<file path="config.mk">
export PLATFORM = sky130hd
export DESIGN_NAME = signed_radix_digit_formatter_core_flat
export DESIGN_NICKNAME = d
export VERILOG_FILES = /design/src/hw/rtl/sdf_pkg.sv /design/src/hw/rtl/sdf_req_if.sv /design/src/hw/rtl/sdf_rsp_if.sv /design/src/hw/rtl/sdf_csr_if.sv /design/src/hw/rtl/sdf_datapath.sv /design/src/hw/rtl/sdf_ctrl.sv /design/src/hw/rtl/signed_radix_digit_formatter_core.sv /design/src/flat_wrapper.sv
export SDC_FILE = /design/constraint.sdc
export NUM_CORES = 1
export LEC_CHECK = 0
export BUFFER_PORTS_ARGS = -buffer_cell sky130_fd_sc_hd__buf_2
export CAP_MARGIN = 10
export CORE_ASPECT_RATIO = 1.25
export CORE_MARGIN = 2
export CORE_UTILIZATION = 58
export CTS_CLUSTER_SIZE = 30
export DETAILED_ROUTE_END_ITERATION = 8
export GPL_ROUTABILITY_DRIVEN = 0
export HOLD_SLACK_MARGIN = 0.05
export PLACE_DENSITY = 0.77
export SYNTH_ARGS = -nofsm -noshare
export SYNTH_HDL_FRONTEND = slang
export SYNTH_HIERARCHICAL = 1
export SYNTH_SLANG_ARGS = --single-unit
export TNS_END_PERCENT = 50
</file>
<file path="constraint.sdc">
create_clock -name clock -period 20.9 [get_ports clock]
set_clock_uncertainty 0.1 [all_clocks]
set_input_delay 0 -clock clock [delete_from_list [all_inputs] [get_ports clock]]
set_output_delay 0 -clock clock [all_outputs]
set_load 0.01 [all_outputs]
</file>
<file path="src/hw/rtl/sdf_pkg.sv">
`default_nettype none
// -----------------------------------------------------------------------------
// sdf_pkg
// Shared constants, codes and controller/datapath signal groups for the
// signed radix digit formatter.
// -----------------------------------------------------------------------------
package sdf_pkg;

   localparam int VALUE_W         = 32;
   localparam int SYMBOL_W        = 8;
   localparam int FAULT_W         = 2;
   localparam int CSR_INDEX_W     = 4;
   localparam int CSR_DATA_W      = 64;
   localparam int ALPHA_CAP       = 16;
   localparam int ALPHA_W         = ALPHA_CAP * SYMBOL_W;
   localparam int SYM_IDX_W       = $clog2(ALPHA_CAP);
   localparam int MAX_SYMBOLS_DEF = 16;

   // divider retires this many quotient bits per cycle
   localparam int BITS_PER_STEP   = 8;
   localparam int STEPS_PER_DIGIT = VALUE_W / BITS_PER_STEP;
   localparam int STEP_CNT_W      = $clog2(STEPS_PER_DIGIT);

   localparam int MAX_DIGITS      = 32;
   localparam int DIGIT_IDX_W     = $clog2(MAX_DIGITS);
   localparam int DIGIT_CNT_W     = $clog2(MAX_DIGITS + 1);

   localparam logic [SYMBOL_W-1:0] CH_MINUS = 8'h2D;
   localparam logic [SYMBOL_W-1:0] CH_PLUS  = 8'h2B;

   localparam logic [CSR_INDEX_W-1:0] CSR_SYMBOLS_LOW  = 4'd0;
   localparam logic [CSR_INDEX_W-1:0] CSR_SYMBOLS_HIGH = 4'd1;

   typedef enum logic [FAULT_W-1:0] {
      FAULT_NONE  = 2'd0,
      FAULT_SHORT = 2'd1,
      FAULT_ALPHA = 2'd2
   } fault_type;

   typedef struct packed {
      logic start;
      logic chk_step;
      logic div_step;
      logic load_sign;
      logic load_digit;
      logic load_fault;
   } cmd_type;

   typedef struct packed {
      logic short_alpha;
      logic chk_bad;
      logic chk_last;
      logic digit_end;
      logic more;
      logic neg;
      logic nd_one;
   } status_type;

endpackage
`default_nettype wire

</file>
<file path="src/hw/rtl/sdf_req_if.sv">
`default_nettype none
// -----------------------------------------------------------------------------
// sdf_req_if
// Input channel: one signed value per word.
// -----------------------------------------------------------------------------
interface sdf_req_if;
   logic                               valid;
   logic                               ready;
   logic signed [sdf_pkg::VALUE_W-1:0] value;

   modport source (output valid, output value, input ready);
   modport sink   (input valid, input value, output ready);
endinterface
`default_nettype wire

</file>
<file path="src/hw/rtl/sdf_rsp_if.sv">
`default_nettype none
// -----------------------------------------------------------------------------
// sdf_rsp_if
// Result channel: one character per word, with end marker and fault code.
// -----------------------------------------------------------------------------
interface sdf_rsp_if;
   logic                          valid;
   logic                          ready;
   logic [sdf_pkg::SYMBOL_W-1:0]  symbol;
   logic                          last;
   logic [sdf_pkg::FAULT_W-1:0]   fault;

   modport source (output valid, output symbol, output last, output fault, input ready);
   modport sink   (input valid, input symbol, input last, input fault, output ready);
endinterface
`default_nettype wire

</file>
<file path="src/hw/rtl/sdf_csr_if.sv">
`default_nettype none
// -----------------------------------------------------------------------------
// sdf_csr_if
// Register write channel: register index and write data.
// -----------------------------------------------------------------------------
interface sdf_csr_if;
   logic                            valid;
   logic                            ready;
   logic [sdf_pkg::CSR_INDEX_W-1:0] index;
   logic [sdf_pkg::CSR_DATA_W-1:0]  data;

   modport source (output valid, output index, output data, input ready);
   modport sink   (input valid, input index, input data, output ready);
endinterface
`default_nettype wire

</file>
<file path="src/hw/rtl/sdf_datapath.sv">
`default_nettype none
// -----------------------------------------------------------------------------
// sdf_datapath
// Alphabet registers, alphabet checker, iterative divider, digit store and
// output word register.
// -----------------------------------------------------------------------------
module sdf_datapath #(
   parameter int MAX_SYMBOLS = sdf_pkg::MAX_SYMBOLS_DEF
) (
   input  wire                                 clock,
   input  wire                                 reset,
   input  wire                                 csr_write,
   input  wire  [sdf_pkg::CSR_INDEX_W-1:0]     csr_index,
   input  wire  [sdf_pkg::CSR_DATA_W-1:0]      csr_data,
   input  wire  signed [sdf_pkg::VALUE_W-1:0]  value,
   input  wire  sdf_pkg::cmd_type              cmd,
   output sdf_pkg::status_type                 sts,
   output logic [sdf_pkg::SYMBOL_W-1:0]        out_symbol,
   output logic                                out_last,
   output logic [sdf_pkg::FAULT_W-1:0]         out_fault
);

   localparam int DIG_W  = (MAX_SYMBOLS > 2) ? $clog2(MAX_SYMBOLS) : 1;
   localparam int BASE_W = $clog2(MAX_SYMBOLS + 1);
   localparam int REM_W  = DIG_W + 1;
   localparam int VW     = sdf_pkg::VALUE_W;

   function automatic logic [sdf_pkg::SYMBOL_W-1:0] sym_at(
      input logic [sdf_pkg::ALPHA_W-1:0]   alpha,
      input logic [sdf_pkg::SYM_IDX_W-1:0] idx
   );
      sym_at = alpha[idx*sdf_pkg::SYMBOL_W +: sdf_pkg::SYMBOL_W];
   endfunction

   logic [sdf_pkg::CSR_DATA_W-1:0]   sym_low_ff,  sym_low_in;
   logic [sdf_pkg::CSR_DATA_W-1:0]   sym_high_ff, sym_high_in;
   logic [sdf_pkg::ALPHA_W-1:0]      alpha;

   logic [VW-1:0]                    mag_ff,  mag_in;
   logic                             neg_ff,  neg_in;
   logic [BASE_W-1:0]                base_ff, base_in;
   logic [sdf_pkg::FAULT_W-1:0]      fault_ff, fault_in;
   logic [DIG_W-1:0]                 chk_idx_ff, chk_idx_in;
   logic [DIG_W-1:0]                 rem_ff,  rem_in;
   logic [sdf_pkg::STEP_CNT_W-1:0]   step_ff, step_in;
   logic [sdf_pkg::DIGIT_CNT_W-1:0]  nd_ff,   nd_in;
   logic [DIG_W-1:0]                 digit_ff [sdf_pkg::MAX_DIGITS];
   logic [DIG_W-1:0]                 rd_digit_ff;

   logic [sdf_pkg::SYMBOL_W-1:0]     out_symbol_ff, out_symbol_in;
   logic                             out_last_ff,   out_last_in;
   logic [sdf_pkg::FAULT_W-1:0]      out_fault_ff,  out_fault_in;

   logic [BASE_W-1:0]                len_comb;
   logic [sdf_pkg::SYMBOL_W-1:0]     chk_sym;
   logic                             chk_bad;
   logic [VW-1:0]                    raw;
   logic [VW-1:0]                    mag_next;
   logic [DIG_W-1:0]                 rem_next;
   logic [REM_W-1:0]                 part;
   logic [sdf_pkg::DIGIT_IDX_W-1:0]  rd_idx;
   logic                             digit_end;

   assign alpha = {sym_high_ff, sym_low_ff};

   // alphabet length: position of the first zero byte
   always_comb begin
      len_comb = BASE_W'(MAX_SYMBOLS);
      for (int i = MAX_SYMBOLS - 1; i >= 0; i--) begin
         if (sym_at(alpha, sdf_pkg::SYM_IDX_W'(i)) == '0) begin
            len_comb = BASE_W'(i);
         end
      end
   end

   // one symbol a cycle against sign characters and every later symbol
   always_comb begin
      chk_sym = sym_at(alpha, sdf_pkg::SYM_IDX_W'(chk_idx_ff));
      chk_bad = (chk_sym == sdf_pkg::CH_MINUS) || (chk_sym == sdf_pkg::CH_PLUS);
      for (int j = 0; j < MAX_SYMBOLS; j++) begin
         if ((j > int'(chk_idx_ff)) && (j < int'(base_ff)) &&
             (sym_at(alpha, sdf_pkg::SYM_IDX_W'(j)) == chk_sym)) begin
            chk_bad = 1'b1;
         end
      end
   end

   // restoring division, several quotient bits a cycle
   always_comb begin
      mag_next = mag_ff;
      rem_next = rem_ff;
      for (int b = 0; b < sdf_pkg::BITS_PER_STEP; b++) begin
         part     = {rem_next, mag_next[VW-1]};
         mag_next = {mag_next[VW-2:0], 1'b0};
         if (part >= REM_W'(base_ff)) begin
            part        = part - REM_W'(base_ff);
            mag_next[0] = 1'b1;
         end
         rem_next = part[DIG_W-1:0];
      end
   end

   assign digit_end = (step_ff == sdf_pkg::STEP_CNT_W'(sdf_pkg::STEPS_PER_DIGIT - 1));
   assign raw       = value;
   assign rd_idx    = sdf_pkg::DIGIT_IDX_W'(nd_in - sdf_pkg::DIGIT_CNT_W'(1));

   always_comb begin
      sym_low_in    = sym_low_ff;
      sym_high_in   = sym_high_ff;
      mag_in        = mag_ff;
      neg_in        = neg_ff;
      base_in       = base_ff;
      fault_in      = fault_ff;
      chk_idx_in    = chk_idx_ff;
      rem_in        = rem_ff;
      step_in       = step_ff;
      nd_in         = nd_ff;
      out_symbol_in = out_symbol_ff;
      out_last_in   = out_last_ff;
      out_fault_in  = out_fault_ff;

      if (csr_write) begin
         unique case (csr_index)
            sdf_pkg::CSR_SYMBOLS_LOW:  sym_low_in  = csr_data;
            sdf_pkg::CSR_SYMBOLS_HIGH: sym_high_in = csr_data;
            default: ;
         endcase
      end

      if (cmd.start) begin
         neg_in     = raw[VW-1];
         mag_in     = raw[VW-1] ? (~raw + VW'(1)) : raw;
         base_in    = len_comb;
         fault_in   = (len_comb < BASE_W'(2)) ? sdf_pkg::FAULT_SHORT : sdf_pkg::FAULT_NONE;
         chk_idx_in = '0;
         rem_in     = '0;
         step_in    = '0;
         nd_in      = '0;
      end

      if (cmd.chk_step) begin
         chk_idx_in = chk_idx_ff + DIG_W'(1);
         if (chk_bad) begin
            fault_in = sdf_pkg::FAULT_ALPHA;
         end
      end

      if (cmd.div_step) begin
         mag_in  = mag_next;
         step_in = step_ff + sdf_pkg::STEP_CNT_W'(1);
         if (digit_end) begin
            rem_in = '0;
            nd_in  = nd_ff + sdf_pkg::DIGIT_CNT_W'(1);
         end else begin
            rem_in = rem_next;
         end
      end

      if (cmd.load_sign) begin
         out_symbol_in = sdf_pkg::CH_MINUS;
         out_last_in   = 1'b0;
         out_fault_in  = sdf_pkg::FAULT_NONE;
      end

      if (cmd.load_digit) begin
         out_symbol_in = sym_at(alpha, sdf_pkg::SYM_IDX_W'(rd_digit_ff));
         out_last_in   = (nd_ff == sdf_pkg::DIGIT_CNT_W'(1));
         out_fault_in  = sdf_pkg::FAULT_NONE;
         nd_in         = nd_ff - sdf_pkg::DIGIT_CNT_W'(1);
      end

      if (cmd.load_fault) begin
         out_symbol_in = '0;
         out_last_in   = 1'b1;
         out_fault_in  = fault_ff;
      end
   end

   always_ff @(posedge clock) begin
      if (reset) begin
         sym_low_ff  <= '0;
         sym_high_ff <= '0;
         nd_ff       <= '0;
         step_ff     <= '0;
      end else begin
         sym_low_ff  <= sym_low_in;
         sym_high_ff <= sym_high_in;
         nd_ff       <= nd_in;
         step_ff     <= step_in;
      end
   end

   always_ff @(posedge clock) begin
      mag_ff        <= mag_in;
      neg_ff        <= neg_in;
      base_ff       <= base_in;
      fault_ff      <= fault_in;
      chk_idx_ff    <= chk_idx_in;
      rem_ff        <= rem_in;
      out_symbol_ff <= out_symbol_in;
      out_last_ff   <= out_last_in;
      out_fault_ff  <= out_fault_in;
   end

   // digit store, least significant digit first
   // read one digit ahead of the count, the digit being written is forwarded
   always_ff @(posedge clock) begin
      if (cmd.div_step && digit_end) begin
         digit_ff[nd_ff[sdf_pkg::DIGIT_IDX_W-1:0]] <= rem_next;
         rd_digit_ff                               <= rem_next;
      end else begin
         rd_digit_ff <= digit_ff[rd_idx];
      end
   end

   always_comb begin
      sts.short_alpha = (fault_ff == sdf_pkg::FAULT_SHORT);
      sts.chk_bad     = chk_bad;
      sts.chk_last    = (REM_W'(chk_idx_ff) + REM_W'(1)) == REM_W'(base_ff);
      sts.digit_end   = digit_end;
      sts.more        = (mag_next != '0) &&
                        (nd_ff != sdf_pkg::DIGIT_CNT_W'(sdf_pkg::MAX_DIGITS - 1));
      sts.neg         = neg_ff;
      sts.nd_one      = (nd_ff == sdf_pkg::DIGIT_CNT_W'(1));
   end

   assign out_symbol = out_symbol_ff;
   assign out_last   = out_last_ff;
   assign out_fault  = out_fault_ff;

endmodule
`default_nettype wire

</file>
<file path="src/hw/rtl/sdf_ctrl.sv">
`default_nettype none
// -----------------------------------------------------------------------------
// sdf_ctrl
// Sequencer: alphabet check, digit division, then character output.
// -----------------------------------------------------------------------------
module sdf_ctrl (
   input  wire                  clock,
   input  wire                  reset,
   input  wire                  req_valid,
   output logic                 req_ready,
   output logic                 rsp_valid,
   input  wire                  rsp_ready,
   input  wire sdf_pkg::status_type sts,
   output sdf_pkg::cmd_type     cmd
);

   typedef enum logic [5:0] {
      ST_IDLE   = 6'b000001,
      ST_CHECK  = 6'b000010,
      ST_DIVIDE = 6'b000100,
      ST_SIGN   = 6'b001000,
      ST_DIGIT  = 6'b010000,
      ST_FAULT  = 6'b100000
   } state_type;

   state_type state_ff, state_in;
   logic      rsp_valid_ff, rsp_valid_in;
   logic      slot_free;

   assign slot_free = !rsp_valid_ff || rsp_ready;

   always_comb begin
      state_in     = state_ff;
      cmd          = '0;
      rsp_valid_in = rsp_valid_ff && !rsp_ready;

      unique case (state_ff)
         ST_IDLE: begin
            if (req_valid) begin
               cmd.start = 1'b1;
               state_in  = ST_CHECK;
            end
         end
         ST_CHECK: begin
            if (sts.short_alpha) begin
               state_in = ST_FAULT;
            end else begin
               cmd.chk_step = 1'b1;
               if (sts.chk_bad) begin
                  state_in = ST_FAULT;
               end else if (sts.chk_last) begin
                  state_in = ST_DIVIDE;
               end
            end
         end
         ST_DIVIDE: begin
            cmd.div_step = 1'b1;
            if (sts.digit_end && !sts.more) begin
               state_in = sts.neg ? ST_SIGN : ST_DIGIT;
            end
         end
         ST_SIGN: begin
            if (slot_free) begin
               cmd.load_sign = 1'b1;
               rsp_valid_in  = 1'b1;
               state_in      = ST_DIGIT;
            end
         end
         ST_DIGIT: begin
            if (slot_free) begin
               cmd.load_digit = 1'b1;
               rsp_valid_in   = 1'b1;
               if (sts.nd_one) begin
                  state_in = ST_IDLE;
               end
            end
         end
         ST_FAULT: begin
            if (slot_free) begin
               cmd.load_fault = 1'b1;
               rsp_valid_in   = 1'b1;
               state_in       = ST_IDLE;
            end
         end
         default: state_in = ST_IDLE;
      endcase
   end

   always_ff @(posedge clock) begin
      if (reset) begin
         state_ff     <= ST_IDLE;
         rsp_valid_ff <= 1'b0;
      end else begin
         state_ff     <= state_in;
         rsp_valid_ff <= rsp_valid_in;
      end
   end

   assign req_ready = (state_ff == ST_IDLE);
   assign rsp_valid = rsp_valid_ff;

endmodule
`default_nettype wire

</file>
<file path="src/hw/rtl/signed_radix_digit_formatter_core.sv">
`default_nettype none
// -----------------------------------------------------------------------------
// signed_radix_digit_formatter_core
// Writes signed 32-bit values as text in a base set by a digit alphabet.
// -----------------------------------------------------------------------------
// One value is taken at a time. The alphabet (the leading nonzero bytes of the
// two symbol registers, symbol 0 in the low byte) is checked at one symbol a
// cycle, stopping early when a fault is found. A bad alphabet gives a single
// word with symbol 0, last set and the fault code. Otherwise each digit is
// formed in the iterative divider (8 quotient bits a cycle), then the text
// leaves at one character a cycle from the output register while the receiver
// is ready, '-' first for negative values and last set on the final digit.
// The next value is taken as soon as the final character is loaded into the
// output register. Symbol registers are to be written by the user only while
// no value is in flight; the core has no guard for this.
// -----------------------------------------------------------------------------
module signed_radix_digit_formatter_core #(
   parameter int MAX_SYMBOLS = sdf_pkg::MAX_SYMBOLS_DEF
) (
   input wire          clock,
   input wire          reset,
   sdf_req_if.sink     req_bus,
   sdf_rsp_if.source   rsp_bus,
   sdf_csr_if.sink     csr_bus
);

   sdf_pkg::cmd_type    cmd;
   sdf_pkg::status_type sts;
   logic                csr_write;

   assign csr_bus.ready = 1'b1;
   assign csr_write     = csr_bus.valid;

   sdf_ctrl u_ctrl (
      .clock     (clock),
      .reset     (reset),
      .req_valid (req_bus.valid),
      .req_ready (req_bus.ready),
      .rsp_valid (rsp_bus.valid),
      .rsp_ready (rsp_bus.ready),
      .sts       (sts),
      .cmd       (cmd)
   );

   sdf_datapath #(
      .MAX_SYMBOLS (MAX_SYMBOLS)
   ) u_datapath (
      .clock      (clock),
      .reset      (reset),
      .csr_write  (csr_write),
      .csr_index  (csr_bus.index),
      .csr_data   (csr_bus.data),
      .value      (req_bus.value),
      .cmd        (cmd),
      .sts        (sts),
      .out_symbol (rsp_bus.symbol),
      .out_last   (rsp_bus.last),
      .out_fault  (rsp_bus.fault)
   );

endmodule
`default_nettype wire

</file>
<file path="src/flat_wrapper.sv">
// flat-port wrapper written by rule: the top's interface ports become plain ports
module signed_radix_digit_formatter_core_flat 
#(
   parameter int MAX_SYMBOLS = sdf_pkg::MAX_SYMBOLS_DEF
)
  (clock, reset, req_bus_valid, req_bus_value, req_bus_ready, rsp_bus_valid, rsp_bus_symbol, rsp_bus_last, rsp_bus_fault, rsp_bus_ready, csr_bus_valid, csr_bus_index, csr_bus_data, csr_bus_ready);
  sdf_req_if req_bus_i ();
  sdf_rsp_if rsp_bus_i ();
  sdf_csr_if csr_bus_i ();
  input wire clock;
  input wire reset;
  input wire logic [$bits(req_bus_i.valid)-1:0] req_bus_valid;
  input wire logic [$bits(req_bus_i.value)-1:0] req_bus_value;
  output wire logic [$bits(req_bus_i.ready)-1:0] req_bus_ready;
  output wire logic [$bits(rsp_bus_i.valid)-1:0] rsp_bus_valid;
  output wire logic [$bits(rsp_bus_i.symbol)-1:0] rsp_bus_symbol;
  output wire logic [$bits(rsp_bus_i.last)-1:0] rsp_bus_last;
  output wire logic [$bits(rsp_bus_i.fault)-1:0] rsp_bus_fault;
  input wire logic [$bits(rsp_bus_i.ready)-1:0] rsp_bus_ready;
  input wire logic [$bits(csr_bus_i.valid)-1:0] csr_bus_valid;
  input wire logic [$bits(csr_bus_i.index)-1:0] csr_bus_index;
  input wire logic [$bits(csr_bus_i.data)-1:0] csr_bus_data;
  output wire logic [$bits(csr_bus_i.ready)-1:0] csr_bus_ready;
  assign req_bus_i.valid = req_bus_valid;
  assign req_bus_i.value = req_bus_value;
  assign req_bus_ready = req_bus_i.ready;
  assign rsp_bus_valid = rsp_bus_i.valid;
  assign rsp_bus_symbol = rsp_bus_i.symbol;
  assign rsp_bus_last = rsp_bus_i.last;
  assign rsp_bus_fault = rsp_bus_i.fault;
  assign rsp_bus_i.ready = rsp_bus_ready;
  assign csr_bus_i.valid = csr_bus_valid;
  assign csr_bus_i.index = csr_bus_index;
  assign csr_bus_i.data = csr_bus_data;
  assign csr_bus_ready = csr_bus_i.ready;
  signed_radix_digit_formatter_core #(.MAX_SYMBOLS(MAX_SYMBOLS)) u_core (.clock(clock), .reset(reset), .req_bus(req_bus_i), .rsp_bus(rsp_bus_i), .csr_bus(csr_bus_i));
endmodule
</file>
==> reports/qor.yml <==
crit_path_end_kind: "register"
cts_resized: 0
antenna_left: 0
viasPerCell: 6.45
required_ps: 21280
io_pins: 119
clockPowerShare_pct: 13.9
synth-edff-count: 176
p_leak_nw: 8.41
worst_pin_slew_ps: 1050
crit_family: "compound AO/OA/AOI/OAI gates"
grt_pass1_vias: 16500
swShare_pct: 40.6
hold_viol: 0
setup_viol: 0
nets: 2309
async_flop_share_pct: 0
critPathKind: "register to register"
post-dp-hpwl_um: 39700
topRoutingLayerUsed: "met4"
synth_mux_area_share_pct: 14.1
timing.rr.end: "u_core/u_ctrl/state_ff[0]"
fmax_mhz: 67.1
r2r_cells: 68
hold_buffers: 115
wl_met1_um: 21500
cts_buffer_depth: 3
netlist_area_mm2: 0.0199
cts_tree: "built"
synthAdderAreaFrac_pct: 4.08
synth-simple-area-share_pct: 16.3
maxCapViolations: 0
cts_setup_buffers: 0
p_int_mw: 2.78
relSlewSlack_pct: 28.2
dr_wl_met2_um: 27000
dieArea_mm2: 0.0358
grt_start_max_net_pins: 75
synth_top_family_by_area: "simple AND/OR/NAND/NOR gates"
drt_pass1_iterations: 5
crit_arrival_ps: 15280
synth.distinct_cells: 70
hold_path_end: "u_core/u_datapath/sym_low_ff[54]"
yosys_warnings: 6
critPathMaxFanout: 14
clk_pin_slew_worst_paths_ps: 70
ir_drop_v: 0.000745
wire_per_inst_um: 22.1
combPwrFrac_pct: 47.0
drc: 0
status: "finished, final reports clean"
rr_startpoint: "u_core/u_datapath/base_ff[1]"
cts.htree.levels: 2
setup_tns_ps: 0
drive_gt1_share_pct: 15.1
ys_seq_area_share_pct: 42.5
r2r_setup_slack_ps: 6010
startpoint_type: "register"
syn_avg_cell_area_um2: 10.1
diodes: 0
numCtsBuffers: 34
synth-compound-area-share_pct: 12.8
start_util_pct: 59.0
dr_wl_met3_um: 5050
coreArea_mm2: 0.0337
grt_usage_pct: 32.1
die_w_um: 170
hold_class: "primary input to register"
powerDensity_mw_per_mm2: 203
antenna_found_initial: 0
switching_power_mw: 1.90
max_stage_delay_ps: 800
netlist_instances: 1972
fin_crit_sh_pct: 71.3
clock_latency_ps: 560
layout_min_cycle_time_ps: 14890
rows: 75
finalPower_mw: 4.68
synth_ff_type: "edfxtp_1"
port_buffers: 117
grt_setup_unrepaired: "no"
drtIter0Drc: 1904
cts.sinks: 334
slowest_stage: "edfxtp_1"
grt_pass1_wl_um: 89800
wirelength_um: 57400
min_path_cells: 5
route.vias.total: 16700
area_growth_pct: 15.9
synth_fp_nets: 2137
pwr-share-seq_pct: 39.1
die_height_um: 211
yosys_register_bits: 334
path_buf_inv: 8
synthXorXnorAreaFrac_pct: 6.78
grt_overflow_total: 0
root_buffer: "clkbuf_16"
crit_path_frequent_cell: "a21o_1"
slew_viol_final: 0
hold_path_startpoint: "csr_bus_index[3]"
tightest hold or removal path: stages:
cell and delay (ps):
buf_2 100, nor4_2 40, buf_4 330, nand2_1 150, a21oi_1 50
cell families (layout without fill, tap and decap cells):
logic type                 Yosys count  after routing
muxes                              163            163
buffers and inverters              160            358
and+or+nand+nor                    692            692
AOI/OAI and AO/OA                  408            408
adders and majority gates           60             60
other                                1              1
xor gates and xnor gates           154            154
DFF                                334            334
layout make-up:
class	count	area [µm²]
Multi-Input combinational cell	1478	10800
Fill cell	2434	10600
Sequential cell	334	8450
Timing Repair Buffer	251	1880
Clock buffer	47	1020
Tap cell	423	529
Clock inverter	15	215
Inverter	45	169
stage by stage:
| step | utilization [%] | cells | instance area [µm²] | setup slack (ps) | hold slack, ps |
|---|---|---|---|---|---|
| floorplan | - | 1972 | 19900 | 7660 | -30.9 |
| global placement | 61.3 | 2416 | 20700 | 6970 | 151 |
| detailed placement | 61.3 | 2416 | 20700 | 6290 | 158 |
| global route | 68.4 | 2593 | 23000 | 4920 | 122 |
| finish | 68.4 | 2593 | 23000 | 6010 | 77.2 |
| CTS | 68.4 | 2593 | 23000 | 6110 | 55.2 |
layout by cell type, fill, tap and decap left out, types with 11 or more instances in the layout:
master	instances
nand2_1	340
xnor2_1	88
o21ai_1	12
nand2b_1	12
ha_1	52
nand4_1	16
buf_4	20
nor2_1	101
inv_1	44
mux2_2	15
nor4_1	40
mux4_2	93
and3_1	11
or4_1	25
dlygate4sd3_1	115
clkbuf_16	36
a22o_1	14
a22oi_1	12
dfxtp_1	157
edfxtp_1	176
xor2_1	66
nor2b_1	21
nor3_1	23
buf_2	116
mux2i_1	55
a21oi_1	183
nand3_1	38
a21o_1	25
or3_1	13
o21ai_0	73
nand3b_1	13
flip-flops by register name (all words and copies together) (netlist names), 4 cells and up:
signal,cells
u_core/u_datapath/digit_ff,128
u_core/u_datapath/sym_high_ff,64
u_core/u_datapath/sym_low_ff,64
u_core/u_datapath/mag_ff,32
u_core/u_datapath/out_symbol,8
u_core/u_ctrl/state_ff,6
u_core/u_datapath/nd_ff,6
u_core/u_datapath/base_ff,5
u_core/u_datapath/chk_idx_ff,4
u_core/u_datapath/rd_digit_ff,4
u_core/u_datapath/rem_ff,4
Yosys cell counts (5+ instances only):
cell type  number  area, µm²
nor4_1         41        257
nor2_1        101        379
nand4_1        16        100
clkbuf_1       80        300
xnor2_1        88        771
or4_1          25        188
nor3_1         23        115
a22o_1         14        123
o21ai_0        73        365
or2_2           7       43.8
inv_1          45        169
fa_1            8        160
o21ai_1        12       60.1
o211ai_1       10       75.1
nand2_1       341       1280
edfxtp_1      176       5290
a21boi_0        5       37.5
xor2_1         66        578
a21oi_1       184        921
nand3_1        38        190
buf_1           9       33.8
mux4_2         93       2090
a2111oi_0       9       78.8
buf_2          11       55.1
mux2i_1        55        551
and3_1         11       68.8
or3_1          13       81.3
a211oi_1       10       75.1
nand3b_1       13       97.6
o31ai_1         9       67.6
a21o_1         25        188
a22oi_1        12       90.1
ha_1           52        651
dfxtp_1       158       3160
nand2b_1       13       81.3
nor2b_1        21        131
o41ai_1         5       43.8
buf_4          11       82.6
and2_1         11       68.8
mux2_2         15        169
o221ai_1        9       78.8
power groups by stage:
stage / Combinational (mW) / Clock, mW / Sequential, mW
3_3_place_gp: 2.02 / 0 / 1.90
3_5_place_dp: 2.17 / 0 / 1.83
4_1_cts: 2.19 / 0.660 / 1.81
6_report: 2.20 / 0.651 / 1.83
2_1_floorplan: 1.56 / 0 / 1.94
5_1_grt: 2.39 / 0.685 / 1.78
metal layers:
metal  track usage, %  vias to the layer above
met5                0                        -
met4             18.6                        0
met3             5.75                      246
met2             51.9                      889
met1             40.6                     7990
li1                 -                     7610
worst max path at each step:
stage | startpoint | end | slack (ps) | cells after the start
final | u_core/u_datapath/base_ff[1] | u_core/u_ctrl/state_ff[0] | 6010 | 68
after global routing | u_core/u_datapath/base_ff[1] | u_core/u_ctrl/state_ff[0] | 4920 | 68
after CTS | u_core/u_datapath/base_ff[1] | u_core/u_ctrl/state_ff[0] | 6110 | 68
after detailed placement | u_core/u_datapath/base_ff[1] | u_core/u_ctrl/state_ff[3] | 6290 | 68
after global placement | u_core/u_datapath/base_ff[1] | u_core/u_ctrl/state_ff[3] | 6970 | 68
after floorplan | u_core/u_datapath/base_ff[1] | u_core/u_ctrl/state_ff[3] | 7660 | 72
(Power assumes the default switching activity.)
